==> src/hw/rtl/lbc_pkg.sv <==
`default_nettype none
// ----------------------------------------------------------------------------
// lbc_pkg
// Shared constants and types for the buffer cache tag store.
// ----------------------------------------------------------------------------
package lbc_pkg;

    localparam int NUM_SLOTS = 32;
    localparam int SLOT_W    = $clog2(NUM_SLOTS);
    localparam int IDX_W     = $clog2(NUM_SLOTS + 1);
    localparam int COUNT_W   = 8;
    localparam int KEY_W     = 40;

    localparam logic [COUNT_W-1:0] COUNT_MAX = 8'hFF;

    localparam logic [1:0] KIND_GET     = 2'd0;
    localparam logic [1:0] KIND_RELEASE = 2'd1;
    localparam logic [1:0] KIND_PIN     = 2'd2;
    localparam logic [1:0] KIND_UNPIN   = 2'd3;

    localparam logic [1:0] STATUS_OK        = 2'd0;
    localparam logic [1:0] STATUS_NO_FREE   = 2'd1;
    localparam logic [1:0] STATUS_UNDERFLOW = 2'd2;

    typedef struct packed {
        logic              hit_found;
        logic [SLOT_W-1:0] hit_slot;
        logic              vic_found;
        logic [SLOT_W-1:0] vic_slot;
    } t_scan_result;

endpackage
`default_nettype wire

==> src/hw/rtl/lbc_scan_unit.sv <==
`default_nettype none
// ----------------------------------------------------------------------------
// lbc_scan_unit
// Examines one slot per cycle and keeps the most recent tag match and the
// least recent slot with a zero reference count.
// ----------------------------------------------------------------------------
module lbc_scan_unit
    import lbc_pkg::*;
(
    input  wire logic              i_clk,
    input  wire logic              i_rst_n,
    input  wire logic              i_clear,
    input  wire logic              i_valid,
    input  wire logic [KEY_W-1:0]  i_tag,
    input  wire logic [KEY_W-1:0]  i_key,
    input  wire logic [SLOT_W-1:0] i_rank,
    input  wire logic [SLOT_W-1:0] i_slot,
    input  wire logic              i_zero_count,
    output t_scan_result           o_result
);

    logic              r_hit_found;
    logic [SLOT_W-1:0] r_hit_rank;
    logic [SLOT_W-1:0] r_hit_slot;
    logic              r_vic_found;
    logic [SLOT_W-1:0] r_vic_rank;
    logic [SLOT_W-1:0] r_vic_slot;
    logic              take_hit;
    logic              take_vic;

    assign take_hit = i_valid && (i_tag == i_key) && (!r_hit_found || (i_rank < r_hit_rank));
    assign take_vic = i_valid && i_zero_count && (!r_vic_found || (i_rank > r_vic_rank));

    always_ff @(posedge i_clk) begin
        if (!i_rst_n) begin
            r_hit_found <= 1'b0;
            r_vic_found <= 1'b0;
        end else if (i_clear) begin
            r_hit_found <= 1'b0;
            r_vic_found <= 1'b0;
        end else begin
            if (take_hit) begin
                r_hit_found <= 1'b1;
            end
            if (take_vic) begin
                r_vic_found <= 1'b1;
            end
        end
    end

    always_ff @(posedge i_clk) begin
        if (take_hit) begin
            r_hit_rank <= i_rank;
            r_hit_slot <= i_slot;
        end
        if (take_vic) begin
            r_vic_rank <= i_rank;
            r_vic_slot <= i_slot;
        end
    end

    assign o_result.hit_found = r_hit_found;
    assign o_result.hit_slot  = r_hit_slot;
    assign o_result.vic_found = r_vic_found;
    assign o_result.vic_slot  = r_vic_slot;

endmodule
`default_nettype wire

==> src/hw/rtl/lru_block_buffer_cache.sv <==
`default_nettype none
// ----------------------------------------------------------------------------
// lru_block_buffer_cache
// Buffer cache tag store with reference counts and least recently released
// replacement, driven by a small sequencer around one slot compare unit.
// ----------------------------------------------------------------------------
//  Channel  Direction  Handshake                  Payload
//  in       input      i_in_valid / o_in_stall    i_kind, i_device,
//                                                 i_block_number, i_slot
//  out      output     o_out_valid / i_out_stall  o_slot_out, o_hit,
//                                                 o_needs_read, o_status,
//                                                 o_count_after
//
// A get visits every slot: the compare unit examines one slot per cycle
// through the registered tag memory read.
// Release, pin and unpin skip the scan and go straight to the apply state.
// Reset is synchronous and clears all tag valid bits so every tag reads as zero,
// sets all counts to zero and sets the recency order to slot 0 least recent.
// A new transaction is accepted while a finished result still waits on a stall.
// ----------------------------------------------------------------------------
module lru_block_buffer_cache
    import lbc_pkg::*;
(
    input  wire logic        i_clk,
    input  wire logic        i_rst_n,
    input  wire logic        i_in_valid,
    output logic             o_in_stall,
    input  wire logic [1:0]  i_kind,
    input  wire logic [7:0]  i_device,
    input  wire logic [31:0] i_block_number,
    input  wire logic [4:0]  i_slot,
    output logic             o_out_valid,
    input  wire logic        i_out_stall,
    output logic [4:0]       o_slot_out,
    output logic             o_hit,
    output logic             o_needs_read,
    output logic [1:0]       o_status,
    output logic [7:0]       o_count_after
);

    localparam logic [1:0] ST_IDLE  = 2'd0;
    localparam logic [1:0] ST_SCAN  = 2'd1;
    localparam logic [1:0] ST_PICK  = 2'd2;
    localparam logic [1:0] ST_APPLY = 2'd3;

    localparam logic [IDX_W-1:0] IDX_END = IDX_W'(NUM_SLOTS);

    logic [1:0]         r_state;
    logic [1:0]         r_kind;
    logic [7:0]         r_device;
    logic [31:0]        r_block;
    logic [4:0]         r_slot_in;
    logic               r_in_range;
    logic [SLOT_W-1:0]  r_sel;
    logic [IDX_W-1:0]   r_idx;
    logic               r_cmp_vld;

    logic [KEY_W-1:0]   tag_mem [NUM_SLOTS];
    logic [KEY_W-1:0]   r_tag_rd;
    logic               r_tag_ok_rd;
    logic [NUM_SLOTS-1:0] r_tag_ok;
    logic [NUM_SLOTS-1:0] r_contents_valid;
    logic [COUNT_W-1:0] r_count [NUM_SLOTS];
    logic [SLOT_W-1:0]  r_rank [NUM_SLOTS];

    logic               r_out_valid;
    logic [4:0]         r_slot_out;
    logic               r_hit;
    logic               r_needs_read;
    logic [1:0]         r_status;
    logic [7:0]         r_count_after;

    logic               accept_in;
    logic               out_free;
    logic               issue;
    logic               tag_we;
    logic [KEY_W-1:0]   key;
    logic [KEY_W-1:0]   tag_eff;
    logic [COUNT_W-1:0] sel_count;
    logic [COUNT_W-1:0] sel_count_inc;
    logic [SLOT_W-1:0]  sel_rank;
    logic               sel_valid;
    t_scan_result       scan_res;

    assign o_in_stall = (r_state != ST_IDLE);
    assign accept_in  = i_in_valid && !o_in_stall;
    assign out_free   = !r_out_valid || !i_out_stall;
    assign issue      = (r_state == ST_SCAN) && (r_idx < IDX_END);

    assign key           = {r_device, r_block};
    assign tag_eff       = r_tag_ok_rd ? r_tag_rd : '0;
    assign sel_count     = r_count[r_sel];
    assign sel_count_inc = (sel_count == COUNT_MAX) ? sel_count : sel_count + 1'b1;
    assign sel_rank      = r_rank[r_sel];
    assign sel_valid     = r_contents_valid[r_sel];

    assign tag_we = (r_state == ST_APPLY) && out_free && (r_kind == KIND_GET)
                    && !scan_res.hit_found && scan_res.vic_found;

    lbc_scan_unit u_scan (
        .i_clk        (i_clk),
        .i_rst_n      (i_rst_n),
        .i_clear      (accept_in),
        .i_valid      ((r_state == ST_SCAN) && r_cmp_vld),
        .i_tag        (tag_eff),
        .i_key        (key),
        .i_rank       (sel_rank),
        .i_slot       (r_sel),
        .i_zero_count (sel_count == '0),
        .o_result     (scan_res)
    );

    always_ff @(posedge i_clk) begin
        if (issue) begin
            r_tag_rd <= tag_mem[r_idx[SLOT_W-1:0]];
        end
        if (tag_we) begin
            tag_mem[r_sel] <= key;
        end
    end

    always_ff @(posedge i_clk) begin
        if (accept_in) begin
            r_kind    <= i_kind;
            r_device  <= i_device;
            r_block   <= i_block_number;
            r_slot_in <= i_slot;
        end
    end

    always_ff @(posedge i_clk) begin
        if (!i_rst_n) begin
            r_state          <= ST_IDLE;
            r_cmp_vld        <= 1'b0;
            r_idx            <= '0;
            r_in_range       <= 1'b0;
            r_out_valid      <= 1'b0;
            r_tag_ok         <= '0;
            r_contents_valid <= '0;
            for (int i = 0; i < NUM_SLOTS; i++) begin
                r_count[i] <= '0;
                r_rank[i]  <= SLOT_W'(NUM_SLOTS - 1 - i);
            end
        end else begin
            if ((r_state == ST_APPLY) && out_free) begin
                r_out_valid <= 1'b1;
            end else if (!i_out_stall) begin
                r_out_valid <= 1'b0;
            end
            case (r_state)
                ST_IDLE: begin
                    if (accept_in) begin
                        r_cmp_vld <= 1'b0;
                        r_idx     <= '0;
                        if (i_kind == KIND_GET) begin
                            r_state <= ST_SCAN;
                        end else begin
                            r_sel      <= SLOT_W'(i_slot);
                            r_in_range <= (32'(i_slot) < 32'(NUM_SLOTS));
                            r_state    <= ST_APPLY;
                        end
                    end
                end
                ST_SCAN: begin
                    if (issue) begin
                        r_sel       <= r_idx[SLOT_W-1:0];
                        r_tag_ok_rd <= r_tag_ok[r_idx[SLOT_W-1:0]];
                        r_cmp_vld   <= 1'b1;
                        r_idx       <= r_idx + 1'b1;
                    end else begin
                        r_cmp_vld <= 1'b0;
                        r_state   <= ST_PICK;
                    end
                end
                ST_PICK: begin
                    r_sel   <= scan_res.hit_found ? scan_res.hit_slot : scan_res.vic_slot;
                    r_state <= ST_APPLY;
                end
                ST_APPLY: begin
                    if (out_free) begin
                        r_hit         <= 1'b0;
                        r_needs_read  <= 1'b0;
                        r_status      <= STATUS_OK;
                        r_count_after <= '0;
                        r_slot_out    <= 5'd0;
                        r_state       <= ST_IDLE;
                        if (r_kind == KIND_GET) begin
                            if (scan_res.hit_found) begin
                                r_count[r_sel]          <= sel_count_inc;
                                r_contents_valid[r_sel] <= 1'b1;
                                r_hit                   <= 1'b1;
                                r_needs_read            <= !sel_valid;
                                r_count_after           <= sel_count_inc;
                                r_slot_out              <= 5'(r_sel);
                            end else if (scan_res.vic_found) begin
                                r_count[r_sel]          <= COUNT_W'(1);
                                r_contents_valid[r_sel] <= 1'b1;
                                r_tag_ok[r_sel]         <= 1'b1;
                                r_needs_read            <= 1'b1;
                                r_count_after           <= COUNT_W'(1);
                                r_slot_out              <= 5'(r_sel);
                            end else begin
                                r_status <= STATUS_NO_FREE;
                            end
                        end else begin
                            r_slot_out <= r_slot_in;
                            if (r_in_range) begin
                                if (r_kind == KIND_PIN) begin
                                    r_count[r_sel] <= sel_count_inc;
                                    r_count_after  <= sel_count_inc;
                                end else if (sel_count == '0) begin
                                    r_status <= STATUS_UNDERFLOW;
                                end else begin
                                    r_count[r_sel] <= sel_count - 1'b1;
                                    r_count_after  <= sel_count - 1'b1;
                                    if ((r_kind == KIND_RELEASE) && (sel_count == COUNT_W'(1))) begin
                                        for (int i = 0; i < NUM_SLOTS; i++) begin
                                            if (r_rank[i] < sel_rank) begin
                                                r_rank[i] <= r_rank[i] + 1'b1;
                                            end
                                        end
                                        r_rank[r_sel] <= '0;
                                    end
                                end
                            end
                        end
                    end
                end
                default: begin
                    r_state <= ST_IDLE;
                end
            endcase
        end
    end

    assign o_out_valid   = r_out_valid;
    assign o_slot_out    = r_slot_out;
    assign o_hit         = r_hit;
    assign o_needs_read  = r_needs_read;
    assign o_status      = r_status;
    assign o_count_after = r_count_after;

endmodule
`default_nettype wire
==> config.mk <==
export PLATFORM = sky130hd
export DESIGN_NAME = lru_block_buffer_cache
export DESIGN_NICKNAME = d
export VERILOG_FILES = /design/src/hw/rtl/lbc_pkg.sv /design/src/hw/rtl/lbc_scan_unit.sv /design/src/hw/rtl/lru_block_buffer_cache.sv
export SDC_FILE = /design/constraint.sdc
export NUM_CORES = 2
export LEC_CHECK = 0
export BUFFER_PORTS_ARGS = -buffer_cell sky130_fd_sc_hd__buf_2
export CORE_MARGIN = 2
export CORE_UTILIZATION = 46
export DETAILED_ROUTE_END_ITERATION = 8
export GPL_ROUTABILITY_DRIVEN = 0
export SYNTH_ARGS = -nofsm -noshare
export SYNTH_HDL_FRONTEND = slang
export SYNTH_HIERARCHICAL = 1
export SYNTH_SLANG_ARGS = --single-unit
==> constraint.sdc <==
create_clock -name i_clk -period 18.6 [get_ports i_clk]
set_clock_uncertainty 0.1 [all_clocks]
set_input_delay 0.93 -clock i_clk [delete_from_list [all_inputs] [get_ports i_clk]]
set_output_delay 0.93 -clock i_clk [all_outputs]
set_load 0.005 [all_outputs]
==> out/metrics.yaml <==
synth_top_area_cell: "edfxtp_1"
dp_hpwl_um: 124000
synth_nets: 4915
netlist_area_sq_mm: 0.0806
cts_buffers: 198
ys_ff_latch: 1908
final_common_cell: "edfxtp_1"
cts_buffer_depth: 3
nets: 5049
grt_overflow: 0
synth_cells: 4686
relSlewSlack_pct: 3.69
die_h_um: 423
grt_use_total_pct: 24.7
drtPass1Iterations: 6
ys_seq_area_share_pct: 68.1
layout_common_cells: "edfxtp_1, mux4_2, nor2_1, dfxtp_1, clkbuf_16"
vdd_drop_max_mv: 0.229
synth-edff-count: 1666
p_per_area_mw_per_mm2: 131
wirelength_um: 221000
worst_slack_ns: 11.03
synthFlopType: "edfxtp_1"
cp.arrival_ns: 7.99
drcViolationCount: 0
die-area_sq_mm: 0.179
fillers: 13885
num_io_pins: 70
min_path_type: "input port to register"
async_reset_ff_share_pct: 0
grt_pass1_vias: 44509
cp_data_required_time_ns: 19.02
synth_top_area_share_pct: 62.1
post-route-period-util_pct: 40.7
std_cell_rows: 153
port_buffers: 69
dpl_worst_slack_ns: 11.18
grt_max_degree: 147
synth_area_per_cell_sq_um: 17.2
yosysUniqueCellTypes: 85
fmax_mhz: 132
status: "finished clean"
cap_violations: 0
cts_max_level: 4
finalHoldViolCount: 0
grt_pass1_wl_um: 319000
dp.cells: 6945
criticalPathCategory: "register to register"
hold_buffers: 0
synth_area_leaders: "edfxtp_1, mux4_2, dfxtp_1"
final_cells: 7302
worst-slew-pin-transition_ns: 1.44
rsz0062_at_grt: "no"
cts_setup_buffers: 0
cp-start-kind: "register"
yosysWarnings: 6
p_leak_nw: 28.9
vias_per_cell: 6.15
setup-tns-final_ns: 0
critical-path-slowest-cell: "o21ai_1"
wl_per_cell_um: 30.3
cts_resized: 0
worstPathCellList: "buf_4 > buf_4 > mux4_2 > o22ai_1 > nor4_4 > inv_1 > ha_1 > and3_1 > and3b_1 > o21ai_1 > and2_1 > buf_4 > nand3_1 > nand2_1"
finalCriticalPeriod_ns: 7.57
cp_common_cell: "buf_4"
cp_max_fo: 57
drive_gt1_share_pct: 22.3
max_stage_delay_ns: 1.16
antenna_found_initial: 4
core_sq_mm: 0.174
cp-end-kind: "register"
dieWidth_um: 423
start_util_pct: 46.3
clk_pin_slew_ns: 0.06
postRouteAntennaNets: 0
clock_sinks: 1908
cts_tree: "built"
area_delta_synth_final_pct: 11.9
num_vias: 44886
finalSetupViolCount: 0
hp-start: "i_block_number[24]"
drt-initial-drc-count: 5161
slew_viol_final: 0
root_buffer: "clkbuf_16"
clkLatencyLatePin_ns: 0.87
==> stage by stage <==
step | hold slack (ns) | total power [W] | util, % | area [sq um]
after global placement | 0.342 | 0.00798 | 48.2 | 83900
after global routing | 0.0918 | 0.0123 | 51.8 | 90200
after floorplan | 0.331 | 0.00709 | - | 80600
after detailed placement | 0.351 | 0.00801 | 48.2 | 83900
final | 0.126 | 0.0118 | 51.8 | 90200
after CTS | 0.0688 | 0.0119 | 51.8 | 90200
==> flip-flops by register name (all words and copies together) (netlist names), 2 cells and up, named ones only <==
register	cells
o_status	2
o_slot_out	5
u_scan/r_vic_rank	5
r_contents_valid	32
r_block	32
r_tag_rd	40
r_sel	5
u_scan/r_hit_slot	5
r_idx	6
r_state	2
u_scan/r_hit_rank	5
r_rank	160
tag_mem	1280
r_slot_in	5
u_scan/r_vic_slot	5
r_count	256
r_tag_ok	32
r_kind	2
r_device	8
o_count_after	8
==> cell families (layout without fill, tap and decap cells) <==
group                      after synthesis  in the layout  synth area share, %
AOI/OAI and AO/OA                      447            447                 3.76
buffers and inverters                  300            590                 1.76
other                                    0              1                    0
and+or+nand+nor                       1100           1100                 6.36
adders and majority gates              178            178                 2.76
muxes                                  629            629                 15.9
xor gates and xnor gates               124            124                 1.35
DFF                                   1908           1908                 68.1
==> worst max-delay path, delay by kind of cell (launching register included) <==
| kind | cells | cell delay [ns] |
|---|---|---|
| DFF | 1 | 0.64 |
| buffers and inverters | 4 | 2.08 |
| adders and majority gates | 1 | 0.27 |
| AOI/OAI and AO/OA | 2 | 1.29 |
| muxes | 1 | 0.36 |
| and+or+nand+nor | 6 | 2.35 |
==> area by class of cell <==
| class | count | area [sq um] | area share (%) |
|---|---|---|---|
| timing repair buffer | 185 | 1240 | 1.38 |
| inverter | 49 | 185 | 0.205 |
| antenna | 1 | 2.50 | 0.00277 |
| sequential | 1908 | 54900 | 60.9 |
| clock inverter | 104 | 1090 | 1.21 |
| tap | 2325 | 2910 | 3.23 |
| multi-input combinational | 2478 | 24600 | 27.3 |
| clock buffer | 252 | 5230 | 5.80 |
==> routing by layer <==
layer / global-route usage [%] / share of wire, %
met2: 39.5 / 48
met3: 4.15 / 7.4
met5: 0 / 0.0068
met1: 34.5 / 41
met4: 8.49 / 3.4
==> final timing paths <==
check,to,slack [ns],depth (start not counted)
worst max-delay path,r_count[22][5]$_SDFFCE_PN0P_,11.03,14
worst min-delay path,r_block[24]$_DFFE_PP_,0.13,1
worst max register to register,r_count[22][5]$_SDFFCE_PN0P_,11.03,14
worst min register to register,r_contents_valid[26]$_SDFFE_PN0P_,0.36,2
==> Yosys cell counts, types with 60 or more instances <==
cell / count
clkbuf_1: 145
a21oi_1: 103
nor3_1: 60
nand3_1: 86
mux4_2: 500
nand4_1: 72
nand2_1: 170
ha_1: 178
nor2_1: 530
xnor2_1: 68
o21ai_0: 120
mux2i_1: 63
edfxtp_1: 1666
dfxtp_1: 242
==> power breakdown <==
part           internal [W]  switching [W]
logic               0.00101        0.00193
clock network       0.00218        0.00170
registers           0.00488       0.000123
Power figures use the tool's default switching activity.
